## src/rtl/sds_pkg.sv

```systemverilog
// Shared types, sizes and helper functions of the source duplicate suppressor.
`timescale 1ns / 1ps
package sds_pkg;

    localparam int MAP_COLS   = 1024;
    localparam int MAP_ROWS   = 1024;
    localparam int MAX_RADIUS = 31;
    localparam int NUM_BANDS  = 4;

    localparam int COL_W   = $clog2(MAP_COLS);
    localparam int ROW_W   = $clog2(MAP_ROWS);
    localparam int WORD_W  = (MAP_COLS < 128) ? MAP_COLS / 2 : 64;
    localparam int WB      = $clog2(WORD_W);
    localparam int WPR_W   = COL_W - WB;
    localparam int MEM_DEPTH = MAP_ROWS * (MAP_COLS / WORD_W);
    localparam int ADDR_W  = ROW_W + WPR_W;

    localparam int CMP_A   = ($clog2(MAP_COLS + 1) > $clog2(MAP_ROWS + 1)) ?
                             $clog2(MAP_COLS + 1) : $clog2(MAP_ROWS + 1);
    localparam int CMP_W   = (CMP_A > 11) ? CMP_A : 11;

    localparam int RAD_MAX_Q8 = MAX_RADIUS * 256;
    localparam int R_W     = (RAD_MAX_Q8 > 8191) ? $clog2(RAD_MAX_Q8 + 1) : 13;
    localparam int HALF_W  = R_W - 7;
    localparam int HALF_MAX = ((1 << R_W) - 1 + 128) >> 8;
    localparam int Q_W     = 2 * R_W - 16;
    localparam int D_W     = 2 * HALF_W + 2;
    localparam int PW_A    = (ROW_W > COL_W) ? ROW_W : COL_W;
    localparam int PW      = ((PW_A > HALF_W) ? PW_A : HALF_W) + 2;

    localparam int CFG_IDX_W  = 3;
    localparam int CFG_DATA_W = 24;
    localparam logic [CFG_IDX_W-1:0] REG_CRIT_RADIUS = 3'd0;
    localparam logic [CFG_IDX_W-1:0] REG_SAT_SCALE   = 3'd1;
    localparam logic [CFG_IDX_W-1:0] REG_BAND_SELECT = 3'd2;
    localparam logic [CFG_IDX_W-1:0] REG_MAP_WIDTH   = 3'd3;
    localparam logic [CFG_IDX_W-1:0] REG_MAP_HEIGHT  = 3'd4;

    localparam logic CMD_CLEAR  = 1'b0;
    localparam logic CMD_SOURCE = 1'b1;

    typedef struct packed {
        logic [12:0] crit_radius;
        logic [23:0] sat_scale;
        logic [2:0]  band_select;
        logic [10:0] map_width;
        logic [10:0] map_height;
    } cfg_t;

    typedef struct packed {
        logic        command;
        logic [13:0] x_pos;
        logic [13:0] y_pos;
        logic [31:0] strength;
        logic        saturated;
        logic [15:0] band_radius_a;
        logic [15:0] band_radius_b;
        logic [15:0] band_radius_c;
        logic [15:0] band_radius_d;
    } item_t;

    typedef struct packed {
        logic [13:0] kept_x;
        logic [13:0] kept_y;
        logic [31:0] strength_unused_guard;
    } unused_t;

    typedef struct packed {
        logic [13:0] kept_x;
        logic [13:0] kept_y;
        logic [31:0] kept_strength;
        logic [15:0] kept_index;
    } result_t;

    // One queued job: either a clear or an on-map source with its radius.
    typedef struct packed {
        logic             clear;
        logic [13:0]      x_pos;
        logic [13:0]      y_pos;
        logic [31:0]      strength;
        logic [COL_W-1:0] col;
        logic [ROW_W-1:0] row;
        logic [R_W-1:0]   radius;
    } job_t;

    function automatic logic [CMP_W-1:0] eff_cols(input logic [10:0] w);
        logic [CMP_W-1:0] v;
        v = CMP_W'(w);
        return (v > CMP_W'(MAP_COLS)) ? CMP_W'(MAP_COLS) : v;
    endfunction

    function automatic logic [CMP_W-1:0] eff_rows(input logic [10:0] h);
        logic [CMP_W-1:0] v;
        v = CMP_W'(h);
        return (v > CMP_W'(MAP_ROWS)) ? CMP_W'(MAP_ROWS) : v;
    endfunction

endpackage

```

## src/rtl/sds_front.sv

```systemverilog
// Front end: takes commands, locates the source pixel and works out its radius.
`timescale 1ns / 1ps
module sds_front (
    input  logic            clk,
    input  logic            rst_n,
    input  sds_pkg::cfg_t   cfg,
    input  logic            accept,
    input  sds_pkg::item_t  item,
    output logic            busy,
    output logic            push,
    output sds_pkg::job_t   job
);
    import sds_pkg::*;

    logic             s1_valid_reg, s1_valid_next;
    logic             s1_keep_reg;
    logic             s1_sat_reg;
    logic [39:0]      s1_prod_reg;
    job_t             s1_job_reg;

    logic [14:0]      xs, ys;
    logic [10:0]      x_p1, y_p1;
    logic             on_map;
    logic [15:0]      bsel;
    logic [15:0]      max_ab, max_cd;
    logic [40:0]      rsum;
    logic [24:0]      rnd;
    logic [R_W-1:0]   rsat;
    job_t             in_job;

    always_comb
    begin
        xs   = {1'b0, item.x_pos} + 15'd8;
        ys   = {1'b0, item.y_pos} + 15'd8;
        x_p1 = xs[14:4];
        y_p1 = ys[14:4];
        on_map = (x_p1 != 11'd0) && (y_p1 != 11'd0)
              && (CMP_W'(x_p1) <= eff_cols(cfg.map_width))
              && (CMP_W'(y_p1) <= eff_rows(cfg.map_height));
        max_ab = (item.band_radius_b > item.band_radius_a) ?
                 item.band_radius_b : item.band_radius_a;
        max_cd = (item.band_radius_d > item.band_radius_c) ?
                 item.band_radius_d : item.band_radius_c;
        case (cfg.band_select)
            3'd1:    bsel = item.band_radius_a;
            3'd2:    bsel = item.band_radius_b;
            3'd3:    bsel = item.band_radius_c;
            3'd4:    bsel = item.band_radius_d;
            default: bsel = (max_cd > max_ab) ? max_cd : max_ab;
        endcase
        in_job.clear    = (item.command == CMD_CLEAR);
        in_job.x_pos    = item.x_pos;
        in_job.y_pos    = item.y_pos;
        in_job.strength = item.strength;
        in_job.col      = COL_W'(x_p1 - 11'd1);
        in_job.row      = ROW_W'(y_p1 - 11'd1);
        in_job.radius   = '0;
    end

    assign s1_valid_next = accept;

    always_ff @(posedge clk or negedge rst_n)
    begin
        if (!rst_n)
        begin
            s1_valid_reg <= 1'b0;
        end
        else
        begin
            s1_valid_reg <= s1_valid_next;
        end
    end

    always_ff @(posedge clk)
    begin
        if (accept)
        begin
            s1_job_reg  <= in_job;
            s1_keep_reg <= (item.command == CMD_CLEAR) || on_map;
            s1_sat_reg  <= item.saturated;
            s1_prod_reg <= 40'(bsel) * 40'(cfg.sat_scale);
        end
    end

    // Round the scaled band radius to Q.8 and saturate it.
    always_comb
    begin
        rsum = {1'b0, s1_prod_reg} + 41'h8000;
        rnd  = rsum[40:16];
        rsat = (rnd > 25'(RAD_MAX_Q8)) ? R_W'(RAD_MAX_Q8) : R_W'(rnd);
        job  = s1_job_reg;
        job.radius = (s1_sat_reg && (rsat >= R_W'(cfg.crit_radius))) ?
                     rsat : R_W'(cfg.crit_radius);
    end

    assign push = s1_valid_reg && s1_keep_reg;
    assign busy = s1_valid_reg;

endmodule

```

## config.mk

```make
export PLATFORM = sky130hd
export DESIGN_NAME = sds_front
export DESIGN_NICKNAME = d
export VERILOG_FILES = /design/src/rtl/sds_pkg.sv /design/src/rtl/sds_front.sv
export SDC_FILE = /design/constraint.sdc
export NUM_CORES = 1
export LEC_CHECK = 0
export BUFFER_PORTS_ARGS = -buffer_cell sky130_fd_sc_hd__clkbuf_2
export CORE_UTILIZATION = 30
export CTS_BUF_LIST = sky130_fd_sc_hd__clkbuf_4 sky130_fd_sc_hd__clkbuf_8
export DETAILED_ROUTE_END_ITERATION = 6
export GPL_TIMING_DRIVEN = 0
export PLACE_DENSITY = 0.5
export SETUP_SLACK_MARGIN = 0.4
export SYNTH_ARGS = -nofsm -noshare
export SYNTH_HDL_FRONTEND = slang
export SYNTH_SLANG_ARGS = --single-unit
export TNS_END_PERCENT = 20
```

## constraint.sdc

```tcl
create_clock -name clk -period 18.75 [get_ports clk]
set_input_delay 3.75 -clock clk [delete_from_list [all_inputs] [get_ports clk]]
set_output_delay 3.75 -clock clk [all_outputs]
set_load 0.01 [all_outputs]
```

==> results.cfg <==
[status]
status = completed

[logic_synthesis]
synth_seq_cells = 109
synth_area_leader_cell = fa_1
synth_compound_area_share_pct = 7.84
synth_top_area_share_pct = 30.5
synth_edf_count = 108
synth_top_family_by_area = adder cells
muxShareOfSynthArea_pct = 3.80
synth_ff_type = edfxtp_1
syn_nets = 2848
synthXorXnorAreaFrac_pct = 3.02
synth.area.top_cells = fa_1 (31%), edfxtp_1 (16%), ha_1 (12%)
synthTopCellsByCount = inv_1 (427), fa_1 (305), nand2_1 (293)
synth_most_common_cell = inv_1
ys_warn_count = 0
async_reset_ff_share_pct = 0.917
syn_area_mm2 = 0.0200
synth_adder_area_share_pct = 42.9
syn_inst = 2155
syn-mean-instance-area_um2 = 9.28
yosysSeqAreaShare_pct = 16.3
yosys.area_share.simple_pct = 16.6
synth.distinct_cells = 73

[clocking]
cts_tree = built
cts-root-buf = clkbuf_8
clk_pin_slew_ns = 0.10
cts_hold_buffers = 0
cts_made_buffers = 9
clk_path_buf_depth = 2
cts_resized = 0
cts.htree.levels = 3
clkSinkCount = 109
postCtsSetupBuffers = 0

[timing]
hold_violations = 0
final.period_utilization_pct = 91.7
worst_slew_pin_slew_ns = 1.09
setup_tns_ns = 0
setup_viol = 0
fmax_mhz = 58.2
maxSlewHeadroom_pct = 27.2
min_period_ns = 17.19
final_max_slew_viol_count = 0
rsz0062_at_grt = false

[floorplan]
io_pins = 287
fp.dieW_um = 260
start_util_pct = 30.4
rows = 94
die-height_um = 260
fp.dieArea_mm2 = 0.0677
fp.coreArea_mm2 = 0.0659

[setup_path]
slowest_stage = clkbuf_1
critPathRequiredTime_ns = 18.90
cp_max_fo = 10
cp-end-kind = flip-flop
cpPeakStageDelay_ns = 0.70
worstSetupEndpoint = s1_prod_reg[26]
start_kind = input pin
crit_type = in -> reg
crit_arrival_ns = 17.34
crit_start = item[62]

[cells_and_area]
largest_register_ffs = 81
n_fill_cell = 6832
fin_area_mm2 = 0.0227
area_growth_pct = 13.6
ff_latch_area_mm2 = 0.00327
drive_above_1_share_pct = 14.7
multiInputGateArea_mm2 = 0.0148
fin_util_pct = 34.5
nets = 3145

[route]
wl_um = 60900
final_antenna_net_count = 0
drcViolationCount = 0
first_pass_iters = 7
post_drt_wl_per_cell_um = 18.3
drtIter0Drc = 908
dr_total_vias = 16000
via_per_inst = 4.81

[global_routing]
grt_pass1_wl_um = 95000
antenna_found_initial = 4
grt_util_all_layers_pct = 18.1
grt.overflow.total = 0
first_global_vias = 17100
grt_max_degree = 70

[placement]
place_area_mm2 = 0.0225
dp_hpwl_um = 52000
gp_congestion = 0.931
numPortBuffers = 285

[job]
cap_violations = 0

[min_path]
min_path_type = in -> async
## worst min path at each step
stage	start	endpoint	slack [ns]
3_5_place_dp	rst_n	busy	3.53
6_report	rst_n	busy	3.11
5_1_grt	rst_n	busy	3.07
4_1_cts	rst_n	busy	3.07
3_3_place_gp	rst_n	busy	3.53
2_1_floorplan	rst_n	busy	3.45
## final cells by class
| type | instances | area share [%] |
|---|---|---|
| buffer | 75 | 1.32 |
| antenna | 1 | 0.0110 |
| tap | 864 | 4.76 |
| timing repair buffer | 286 | 6.41 |
| clock buffer | 10 | 0.578 |
| inverter | 429 | 7.09 |
| multi-input combinational | 1542 | 65.2 |
| sequential | 109 | 14.4 |
| clock inverter | 6 | 0.204 |
## stage by stage
step                      hold slack (ns)  setup slack, ns  std cells
after floorplan                      3.45             4.73       2155
final                                3.11             1.56       3322
after global routing                 3.07            0.664       3321
after global placement               3.53             1.26       3304
after CTS                            3.07             1.59       3321
after detailed placement             3.53             1.20       3305
## cells in the final DEF (no fill, tap or decap), drive strengths merged, types with 9 or more instances in the layout
master  instances
a21o           27
a21oi          98
and2          169
and3           10
and4            9
clkbuf        365
edfxtp        108
fa            305
ha            197
inv           429
mux2           12
mux2i          31
mux4           14
nand2         293
nand3          33
nand4          20
nor2           94
nor2b          13
nor3           18
o21a           16
o21ai          26
xnor2          39
xor2           30
## routing by layer
metal / track usage (%) / wire [µm]
met3: 2.35 / 3570
met4: 4.86 / 1540
met2: 31.0 / 28300
met1: 24.0 / 27400
met5: 0 / 31
## logic make-up after synthesis
logic type	Yosys count
AOI/OAI and AO/OA	229
xor gates and xnor gates	69
adders and majority gates	502
buffers and inverters	504
DFF	109
muxes	57
and+or+nand+nor	685
## worst max-delay path: cells and delay by family
family	cells	cell delay, ns
muxes	1	0.26
and+or+nand+nor	10	2.21
adders and majority gates	9	4.18
xor gates and xnor gates	1	0.14
buffers and inverters	10	2.11
AOI/OAI and AO/OA	16	4.63
Power is left out: the tool's default activity adds up to more than one toggle a clock period on the data nets, which glitch-free logic cannot reach.
