File: src/rtl/sds_pkg.sv
// Shared types, sizes and helper functions of the source duplicate suppressor.
`timescale 1ns / 1ps
package sds_pkg;

    localparam int MAP_COLS   = 1024;
    localparam int MAP_ROWS   = 1024;
    localparam int MAX_RADIUS = 31;
    localparam int NUM_BANDS  = 4;

    localparam int COL_W   = $clog2(MAP_COLS);
    localparam int ROW_W   = $clog2(MAP_ROWS);
    localparam int WORD_W  = (MAP_COLS < 128) ? MAP_COLS / 2 : 64;
    localparam int WB      = $clog2(WORD_W);
    localparam int WPR_W   = COL_W - WB;
    localparam int MEM_DEPTH = MAP_ROWS * (MAP_COLS / WORD_W);
    localparam int ADDR_W  = ROW_W + WPR_W;

    localparam int CMP_A   = ($clog2(MAP_COLS + 1) > $clog2(MAP_ROWS + 1)) ?
                             $clog2(MAP_COLS + 1) : $clog2(MAP_ROWS + 1);
    localparam int CMP_W   = (CMP_A > 11) ? CMP_A : 11;

    localparam int RAD_MAX_Q8 = MAX_RADIUS * 256;
    localparam int R_W     = (RAD_MAX_Q8 > 8191) ? $clog2(RAD_MAX_Q8 + 1) : 13;
    localparam int HALF_W  = R_W - 7;
    localparam int HALF_MAX = ((1 << R_W) - 1 + 128) >> 8;
    localparam int Q_W     = 2 * R_W - 16;
    localparam int D_W     = 2 * HALF_W + 2;
    localparam int PW_A    = (ROW_W > COL_W) ? ROW_W : COL_W;
    localparam int PW      = ((PW_A > HALF_W) ? PW_A : HALF_W) + 2;

    localparam int CFG_IDX_W  = 3;
    localparam int CFG_DATA_W = 24;
    localparam logic [CFG_IDX_W-1:0] REG_CRIT_RADIUS = 3'd0;
    localparam logic [CFG_IDX_W-1:0] REG_SAT_SCALE   = 3'd1;
    localparam logic [CFG_IDX_W-1:0] REG_BAND_SELECT = 3'd2;
    localparam logic [CFG_IDX_W-1:0] REG_MAP_WIDTH   = 3'd3;
    localparam logic [CFG_IDX_W-1:0] REG_MAP_HEIGHT  = 3'd4;

    localparam logic CMD_CLEAR  = 1'b0;
    localparam logic CMD_SOURCE = 1'b1;

    typedef struct packed {
        logic [12:0] crit_radius;
        logic [23:0] sat_scale;
        logic [2:0]  band_select;
        logic [10:0] map_width;
        logic [10:0] map_height;
    } cfg_t;

    typedef struct packed {
        logic        command;
        logic [13:0] x_pos;
        logic [13:0] y_pos;
        logic [31:0] strength;
        logic        saturated;
        logic [15:0] band_radius_a;
        logic [15:0] band_radius_b;
        logic [15:0] band_radius_c;
        logic [15:0] band_radius_d;
    } item_t;

    typedef struct packed {
        logic [13:0] kept_x;
        logic [13:0] kept_y;
        logic [31:0] strength_unused_guard;
    } unused_t;

    typedef struct packed {
        logic [13:0] kept_x;
        logic [13:0] kept_y;
        logic [31:0] kept_strength;
        logic [15:0] kept_index;
    } result_t;

    // One queued job: either a clear or an on-map source with its radius.
    typedef struct packed {
        logic             clear;
        logic [13:0]      x_pos;
        logic [13:0]      y_pos;
        logic [31:0]      strength;
        logic [COL_W-1:0] col;
        logic [ROW_W-1:0] row;
        logic [R_W-1:0]   radius;
    } job_t;

    function automatic logic [CMP_W-1:0] eff_cols(input logic [10:0] w);
        logic [CMP_W-1:0] v;
        v = CMP_W'(w);
        return (v > CMP_W'(MAP_COLS)) ? CMP_W'(MAP_COLS) : v;
    endfunction

    function automatic logic [CMP_W-1:0] eff_rows(input logic [10:0] h);
        logic [CMP_W-1:0] v;
        v = CMP_W'(h);
        return (v > CMP_W'(MAP_ROWS)) ? CMP_W'(MAP_ROWS) : v;
    endfunction

endpackage

File: src/rtl/sds_queue.sv
// Two-entry queue of jobs between the front end and the map sequencer.
`timescale 1ns / 1ps
module sds_queue (
    input  logic           clk,
    input  logic           rst_n,
    input  logic           push,
    input  sds_pkg::job_t  push_job,
    input  logic           pop,
    output logic           head_valid,
    output sds_pkg::job_t  head,
    output logic           full
);
    import sds_pkg::*;

    job_t        entry_reg [2];
    logic        wr_ptr_reg, wr_ptr_next;
    logic        rd_ptr_reg, rd_ptr_next;
    logic [1:0]  count_reg, count_next;

    always_comb
    begin
        wr_ptr_next = push ? ~wr_ptr_reg : wr_ptr_reg;
        rd_ptr_next = pop ? ~rd_ptr_reg : rd_ptr_reg;
        count_next  = count_reg + 2'(push) - 2'(pop);
    end

    always_ff @(posedge clk or negedge rst_n)
    begin
        if (!rst_n)
        begin
            wr_ptr_reg <= 1'b0;
            rd_ptr_reg <= 1'b0;
            count_reg  <= 2'd0;
        end
        else
        begin
            wr_ptr_reg <= wr_ptr_next;
            rd_ptr_reg <= rd_ptr_next;
            count_reg  <= count_next;
        end
    end

    always_ff @(posedge clk)
    begin
        if (push)
        begin
            entry_reg[wr_ptr_reg] <= push_job;
        end
    end

    assign head       = entry_reg[rd_ptr_reg];
    assign head_valid = (count_reg != 2'd0);
    assign full       = (count_reg == 2'd2);

endmodule

File: config.mk
export PLATFORM = sky130hd
export DESIGN_NAME = sds_queue
export DESIGN_NICKNAME = d
export VERILOG_FILES = /design/src/rtl/sds_pkg.sv /design/src/rtl/sds_queue.sv
export SDC_FILE = /design/constraint.sdc
export NUM_CORES = 1
export LEC_CHECK = 0
export CORE_MARGIN = 2
export CORE_UTILIZATION = 48
export DETAILED_ROUTE_END_ITERATION = 8
export DONT_BUFFER_PORTS = 1
export GPL_TIMING_DRIVEN = 0
export PLACE_DENSITY = 0.65
export SYNTH_ARGS = -nofsm -noshare
export SYNTH_HDL_FRONTEND = slang
export SYNTH_SLANG_ARGS = --single-unit
File: constraint.sdc
create_clock -name clk -period 15.4 [get_ports clk]
set_input_delay 0.77 -clock clk [delete_from_list [all_inputs] [get_ports clk]]
set_output_delay 0.77 -clock clk [all_outputs]
set_load 0.02 [all_outputs]
==> flow_summary.yaml, run 1 <==
synthesis:
  netlist_area_mm2: 0.00719
  synthArstFlopShare_pct: 2.08
  synth_cell_types: 14
  synth.largest_area_cell: "edfxtp_1"
  synth_top_flop_cell: "edfxtp_1"
  ys_warn_count: 0
  synth_seq_cells: 192
  ys_top_cells_by_count: "edfxtp_1, mux2_4, mux2_2"
  synth-edff-count: 188
  yosys-top-cells-area: "edfxtp_1, mux2_4, mux2_2, dfrtp_1, buf_6"
  synth_top_area_share_pct: 78.5
  synth-seq-area-share_pct: 79.9
  syn_inst: 308
  syn_area_per_cell_um2: 23.4
  syn_nets: 408
  post-synth-top-count-cell: "edfxtp_1"
cts:
  cts_buffers: 17
  cts.path.max_buffers: 2
  h-tree-depth: 4
  cts_resized: 0
  cts.clk_slew.worst_paths_ns: 0.07
  cts_post_setup_buffers_inserted: 0
  clk_latency_ns: 0.42
  cts_hold_buffers: 0
  cts-root-buf: "clkbuf_16"
  cts.sinks: 192
  cts_tree: "built"
floorplanning:
  start_util_pct: 49.3
  rows: 44
  die_y_um: 126
  core_area_mm2: 0.0146
  num_io_pins: 194
  die_x_um: 126
  die-area_mm2: 0.0160
power:
  p_leak_nw: 2.84
  p_per_area_mw_per_mm2: 202
  vdd_drop_max_uv: 97.3
placement:
  pre_cts_ws_ns: 13.37
  place_hpwl_mm: 7.91
  dp.cells: 497
  port_buffers: 0
  gp_congestion: 0.658
global_routing:
  use_met1_pct: 15.1
  use_met2_pct: 22.7
  top_usage_layer: "met2"
  grt_pass1_vias: 3017
  grt_max_degree: 62
  grt_use_met3_pct: 9.57
  antenna_found_initial: 0
  grt_pass1_wl_mm: 16.9
  gr-total-overflow: 0
  track_usage_pct: 14.4
final_layout:
  final_util_pct: 55.6
  fin_cells: 529
  largest_register_ffs: 188
  drive_above_1_share_pct: 41.2
  area_delta_synth_final_pct: 12.8
  nets: 432
  num_antenna_cells: 0
routing:
  wire_per_inst_um: 21.8
  routed_wl_mm: 11.5
  drtIter0Drc: 130
  avgViaCountPerCell: 5.31
  ant_nets: 0
  remaining_drc_errors: 0
  via_count: 2810
  firstDrtPassIters: 4
timing:
  final.period_utilization_pct: 15.3
  rsz0062_at_grt: "false"
  hold_viol_final: 0
  max_freq_ghz: 0.425
  slew_headroom_pct: 61.2
  fin_skew_ns: 0.00827
  period_needed_ns: 2.36
  drv_slew: 0
  worst_pin_slew_ns: 0.580
  fin_ws_ns: 13.04
  tns_ns: 0
  setup_viol: 0
worst_setup_path:
  critPathKind: "flop to primary output"
  worstSetupEndpointType: "primary output"
  critPathLaunchType: "flop"
  rr_worst_depth: 2
  cp.arrival_ns: 1.59
  cp_max_fo: 10
  cp.required_ns: 14.63
job:
  maxCapViolCount: 0
outcome:
  status: "completed"
worst_hold_path:
  hold_path.class: "input port to async pin"
-- report_power, final --
part / total [mW] / internal (mW) / switching [mW]
Clock: 0.402 / 0.223 / 0.179
Combinational: 0.517 / 0.204 / 0.313
Sequential: 0.716 / 0.693 / 0.0236
-- worst max-delay path: stages, from the launching register on --
cell,delay [ns]
dfrtp_1,0.34
buf_6,0.11
buf_8,0.15
buf_6,0.19
mux2_4,0.36
-- path summary, 6_finish.rpt --
path	startpoint	slack [ns]	end
max in group asynchronous	rst_n	15.29	count_reg[0]$_DFF_PN0_
setup reg to reg	wr_ptr_reg$_DFFE_PN0P_	13.75	entry_reg[1][69]$_DFFE_PP_
min in group clk	pop	0.43	rd_ptr_reg$_DFFE_PN0P_
setup / recovery	rd_ptr_reg$_DFFE_PN0P_	13.04	head[60]
hold / removal	rst_n	0.04	wr_ptr_reg$_DFFE_PN0P_
hold reg to reg	wr_ptr_reg$_DFFE_PN0P_	0.55	wr_ptr_reg$_DFFE_PN0P_
-- kinds of logic (layout without fill, tap and decap cells) --
| group | count (synthesis) | count (layout) | share of synthesized area, % |
|---|---|---|---|
| multiplexers | 94 | 94 | 17.3 |
| adder cells (fa/ha/maj) | 2 | 2 | 0.348 |
| XOR/XNOR | 3 | 3 | 0.574 |
| AND/OR/NAND/NOR | 4 | 4 | 0.348 |
| flip-flops | 192 | 192 | 79.9 |
| buffers and inverters | 13 | 50 | 1.53 |
-- per-stage QoR --
stage          hold slack (ns)  area [µm²]  total power [mW]
6_report                0.0375        8110              1.64
5_1_grt                0.00376        8110              1.71
4_1_cts                0.00898        8110              1.66
3_5_place_dp             0.475        7560              1.26
3_3_place_gp             0.470        7420              1.25
2_1_floorplan            0.455        7190              1.17
-- routing by layer --
| layer | up-vias | wire length [µm] |
|---|---|---|
| met5 | - | 0 |
| met4 | 0 | 155 |
| met3 | 16 | 1620 |
| met2 | 144 | 5590 |
| met1 | 1385 | 4160 |
| li1 | 1265 | - |
-- area by class of cell --
type | count | area (µm²)
Clock inverter | 13 | 116
Inverter | 2 | 7.51
Multi-Input combinational cell | 103 | 1350
Clock buffer | 19 | 433
Buffer | 11 | 103
Sequential cell | 192 | 5750
Fill cell | 1088 | 6480
Tap cell | 184 | 230
Timing Repair Buffer | 5 | 130
-- cells in the final DEF (no fill, tap or decap), types with 2 or more instances in the layout --
cell type and instances:
buf_16 4, buf_2 4, buf_6 6, clkbuf_1 2, clkbuf_16 17, clkinv_2 3
clkinv_4 4, clkinvlp_4 2, dfrtp_1 4, edfxtp_1 188, ha_1 2, inv_1 2
inv_6 2, mux2_2 44, mux2_4 50, xor2_1 2
Note: power is estimated with default switching activity, not from simulation.
==> run 2: changes to the inputs <==
- clock period: 15.4 -> 2.35 ns (I/O delays scaled with it)
==> flow_summary.yaml, run 2 (synthesized netlist as in run 1, its figures left out) <==
outcome:
  status: "completed"
power:
  p_sw_share_pct: 30.7
  pwr-share-comb_pct: 31.6
  vdd_drop_max_uv: 625
  pwr-share-seq_pct: 41.9
  p_per_area_mw_per_mm2: 1220
  p_switching_mw: 3.43
  clkPwrFrac_pct: 26.4
  p_leak_nw: 3.29
  finalPower_mw: 11.2
  power.internal_mw: 7.77
final_layout:
  area_delta_synth_final_pct: 27.4
  nets: 530
  final_cell_mix: "edfxtp_1, dlygate4sd3_1, mux2_4, mux2_2, clkbuf_16"
  nFillCells: 1050
  mostFrequentLayoutCell: "edfxtp_1"
  drive_above_1_share_pct: 31.8
  largest_register_ffs: 188
  num_antenna_cells: 0
worst_setup_path:
  critPathSlowestCell: "dfrtp_1"
  cp.required_ns: 2.23
  critPathLaunchType: "flop"
  slowest_delay_ns: 0.37
  crit_chain: "buf_6 > buf_8 > buf_6 > mux2_4"
  cp_max_fo: 10
  critPathKind: "flop to primary output"
  cpMostUsedCell: "buf_6"
  cp.arrival_ns: 1.58
  worstSetupEndpointType: "primary output"
routing:
  wire_per_inst_um: 19.4
  firstDrtPassIters: 4
  routed_wl_mm: 12.1
  avgViaCountPerCell: 5.09
  remaining_drc_errors: 0
  via_count: 3194
  ant_nets: 0
  drtIter0Drc: 158
global_routing:
  grt_pass1_wl_mm: 18.6
  grt_use_met3_pct: 7.47
  track_usage_pct: 15.5
  grt_pass1_vias: 3499
  gr-total-overflow: 0
  grt_max_degree: 63
  use_met2_pct: 25.5
  use_met1_pct: 18.0
  antenna_found_initial: 0
  top_usage_layer: "met2"
timing:
  setup_viol: 0
  hold_viol_final: 0
  drv_slew: 0
  fin_skew_ns: 0.00537
  max_freq_ghz: 0.590
  rsz0062_at_grt: "false"
  period_needed_ns: 1.70
  fin_ws_ns: 0.654
  worst_pin_slew_ns: 0.617
  final.period_utilization_pct: 72.2
  slew_headroom_pct: 58.8
placement:
  place_hpwl_mm: 7.74
  gp_congestion: 0.687
  pre_cts_ws_ns: 0.627
  port_buffers: 0
job:
  maxCapViolCount: 0
cts:
  cts.sinks: 192
  cts_hold_buffers: 98
  cts_tree: "built"
  cts_post_setup_buffers_inserted: 0
  cts.path.max_buffers: 2
  clk_latency_ns: 0.42
  cts-root-buf: "clkbuf_16"
  h-tree-depth: 4
  cts_resized: 0
  cts_buffers: 17
  cts.clk_slew.worst_paths_ns: 0.06
floorplanning:
  die-area_mm2: 0.0160
  die_x_um: 126
  die_y_um: 126
  core_area_mm2: 0.0146
  start_util_pct: 49.3
  num_io_pins: 194
  rows: 44
worst_hold_path:
  hold_path.class: "input port to flop"
[run 2: worst max-delay path: cells and delay by family (launching register included)]
kind | cells | cell delay [ns]
buffers and inverters | 3 | 0.43
DFF | 1 | 0.37
muxes | 1 | 0.36
[run 2: path summary, 6_finish.rpt]
kind                                        start                    endpoint  slack (ns)  cells past startpoint
max reg2reg                wr_ptr_reg$_DFFE_PN0P_  entry_reg[0][70]$_DFFE_PP_        0.66                      3
min reg2reg                wr_ptr_reg$_DFFE_PN0P_      wr_ptr_reg$_DFFE_PN0P_        0.55                      1
min                                           pop      count_reg[1]$_DFF_PN0_        0.08                      2
min in group asynchronous                   rst_n      count_reg[0]$_DFF_PN0_        0.50                      2
max in group asynchronous                   rst_n      wr_ptr_reg$_DFFE_PN0P_        1.68                      2
max                        rd_ptr_reg$_DFFE_PN0P_                    head[61]        0.65                      4
[run 2: layout make-up]
cell class | count | area, µm² | share of cell area, %
Sequential cell | 192 | 5750 | 62.7
Inverter | 2 | 7.51 | 0.0819
Clock buffer | 18 | 429 | 4.68
Tap cell | 184 | 230 | 2.51
Multi-Input combinational cell | 103 | 1350 | 14.7
Clock inverter | 14 | 188 | 2.05
Buffer | 11 | 103 | 1.12
Timing Repair Buffer | 103 | 1110 | 12.1
[run 2: layer usage]
metal / routed length (µm) / share of wire, %
met3: 1180 / 9.7
met5: 0 / 0
met1: 4810 / 40
met2: 6030 / 50
met4: 129 / 1.1
[run 2: metrics by stage]
stage               hold slack (ns)  TNS [ns]  util, %  std cells  cell area, µm²
detailed placement           -0.178         0     51.8        497            7560
floorplan                    -0.178         0        -        308            7200
global route                 0.0849         0     62.8        627            9160
finish                       0.0773         0     62.8        627            9160
global placement             -0.178    -90.18     50.9        492            7430
CTS                          0.0601         0     62.8        627            9160
[run 2: power by group through the flow]
| stage | registers, mW | clock network [mW] | logic, mW |
|---|---|---|---|
| after detailed placement | 4.78 | 0 | 3.45 |
| final | 4.70 | 2.96 | 3.54 |
| after global routing | 4.76 | 3.18 | 3.75 |
| after CTS | 4.70 | 3.03 | 3.62 |
| after global placement | 4.79 | 0 | 3.29 |
| after floorplan | 4.75 | 0 | 2.85 |
==> run 3: changes to the inputs <==
- PLACE_DENSITY: 0.65 -> 0.67
- clock period: 2.35 -> 1.5 ns (I/O delays scaled with it)
==> flow_summary.yaml, run 3 (synthesized netlist as in run 1, its figures left out) <==
power:
  pwr-share-comb_pct: 33.6
  p_leak_nw: 3.43
  vdd_drop_max_uv: 987
  power.internal_mw: 12.6
  clkPwrFrac_pct: 25.6
  pwr-share-seq_pct: 40.8
  p_switching_mw: 5.58
  p_sw_share_pct: 30.8
  p_per_area_mw_per_mm2: 1940
cts:
  cts_buffers: 17
  cts.path.max_buffers: 2
  clk_latency_ns: 0.42
  cts_tree: "built"
  cts-root-buf: "clkbuf_16"
  cts.clk_slew.worst_paths_ns: 0.07
  h-tree-depth: 4
  cts.sinks: 192
routing:
  ant_nets: 0
  m1WireLength_mm: 5.16
  routed_wl_mm: 13.1
  met2_length_mm: 6.52
  top_layer: "met4"
  wl_met3_mm: 1.25
  avgViaCountPerCell: 5.16
  via_count: 3276
  remaining_drc_errors: 0
  firstDrtPassIters: 4
  drtIter0Drc: 182
  wire_per_inst_um: 20.6
floorplanning:
  start_util_pct: 49.3
  num_io_pins: 194
  die-area_mm2: 0.0160
  die_y_um: 126
  core_area_mm2: 0.0146
  die_x_um: 126
  rows: 44
final_layout:
  final_util_pct: 64.2
  nFillCells: 983
  mostFrequentLayoutCell: "edfxtp_1"
  drive_above_1_share_pct: 33.9
  num_antenna_cells: 0
  fin_cells: 635
  regArea_mm2: 0.00575
  final_cell_mix: "edfxtp_1, dlygate4sd3_1, mux2_4, mux2_2, clkbuf_16"
  area_delta_synth_final_pct: 30.2
  post-route-cell-area_mm2: 0.00936
  multi_input_area_mm2: 0.00144
  nets: 538
  largest_register_ffs: 188
global_routing:
  track_usage_pct: 16.7
  grt_max_degree: 30
  grt_pass1_vias: 3617
  antenna_found_initial: 0
  gr-total-overflow: 0
  grt_pass1_wl_mm: 20.0
worst_setup_path:
  cp.arrival_ns: 1.56
  worstReg2RegEnd: "entry_reg[0][43]$_DFFE_PP_"
  r2r_slack_ns: 0.07
  cp_max_fo: 10
  critPathLaunchType: "flop"
  rr_worst_depth: 3
  critPathKind: "flop to primary output"
  worstSetupEndpointType: "primary output"
  r2r_start: "wr_ptr_reg$_DFFE_PN0P_"
  cp.required_ns: 1.42
timing:
  fin_skew_ns: 0.00671
  slew_headroom_pct: 63.2
  period_needed_ns: 1.64
  drv_slew: 0
  holdWs_ns: 0.0352
  rsz0062_at_grt: "true"
  fin_ws_ns: -0.140
  worst_pin_slew_ns: 0.549
  max_freq_ghz: 0.610
  setup_viol: 94
  hold_viol_final: 0
  final.period_utilization_pct: 109
placement:
  port_buffers: 0
  place_hpwl_mm: 7.57
  gp_congestion: 0.673
  placed_cell_area_mm2: 0.00753
  dp.cells: 496
worst_hold_path:
  hold_path.class: "input port to flop"
  hold_path_end: "count_reg[1]$_DFF_PN0_"
  hp-start: "pop"
  min_path_cells: 2
outcome:
  status: "complete, but fails checks"
  violations: "setup timing"
job:
  maxCapViolCount: 0
-- run 3: cell count changes in the layout (fill, tap and decap cells not counted), moves of 4 or more --
cell    previous run  this run
buf_4              0         8
mux2_2            44        27
mux2_4            50        67
buf_12             1         9
buf_2              4         0
buf_6              6         1
-- run 3: metrics by stage --
stage	total power, mW	TNS (ns)	setup WS [ns]
finish	18.1	-9.94	-0.140
floorplan	11.9	-120.48	-0.742
global route	18.9	-14.82	-0.186
detailed placement	12.8	-28.03	-0.380
CTS	18.4	-13.26	-0.169
global placement	12.6	-246.47	-1.48
-- run 3: worst max-delay path by stage --
stage	startpoint	end	slack, ns	depth (start not counted)
after floorplan	wr_ptr_reg$_DFFE_PN0P_	entry_reg[0][0]$_DFFE_PP_	-0.74	1
after global placement	wr_ptr_reg$_DFFE_PN0P_	entry_reg[0][57]$_DFFE_PP_	-1.48	1
after detailed placement	wr_ptr_reg$_DFFE_PN0P_	entry_reg[0][23]$_DFFE_PP_	-0.38	3
after CTS	rd_ptr_reg$_DFFE_PN0P_	head[81]	-0.17	4
after global routing	rd_ptr_reg$_DFFE_PN0P_	head[34]	-0.19	4
final	rd_ptr_reg$_DFFE_PN0P_	head[34]	-0.14	4
-- run 3: layout make-up --
| cell class | instances | share of cell area [%] |
|---|---|---|
| Sequential cell | 192 | 61.4 |
| Multi-Input combinational cell | 106 | 15.3 |
| Tap cell | 184 | 2.46 |
| Timing Repair Buffer | 110 | 12.5 |
| Inverter | 2 | 0.0802 |
| Clock buffer | 21 | 5.02 |
| Clock inverter | 11 | 1.63 |
| Buffer | 9 | 1.56 |
-- run 3: power groups by stage --
stage	Combinational (mW)	Sequential [mW]	Clock [mW]
final	6.10	7.39	4.65
after global routing	6.42	7.49	4.96
after CTS	6.29	7.40	4.73
after detailed placement	5.35	7.48	0
after global placement	5.15	7.50	0
after floorplan	4.46	7.44	0
-- run 3: layer usage --
metal | up-vias | global-route usage (%)
met4 | 0 | 6.08
met1 | 1637 | 19.8
met3 | 16 | 7.30
li1 | 1485 | -
met2 | 138 | 27.3
met5 | - | 0
-- run 3: what timing repair did --
item                                    in CTS  in global routing
pin swaps                                    1                  0
gates cloned                                 4                  0
endpoints found under the hold margin      196                  0
resized for setup                           37                  2
hold buffers                                98                  0
endpoints found under the setup margin     223                 94
setup buffers                                7                  0
-- run 3: critical path: stages (launching register included) --
cell     delay, ns
dfrtp_1       0.37
buf_6         0.13
buf_12        0.15
buf_12        0.15
mux2_4        0.34
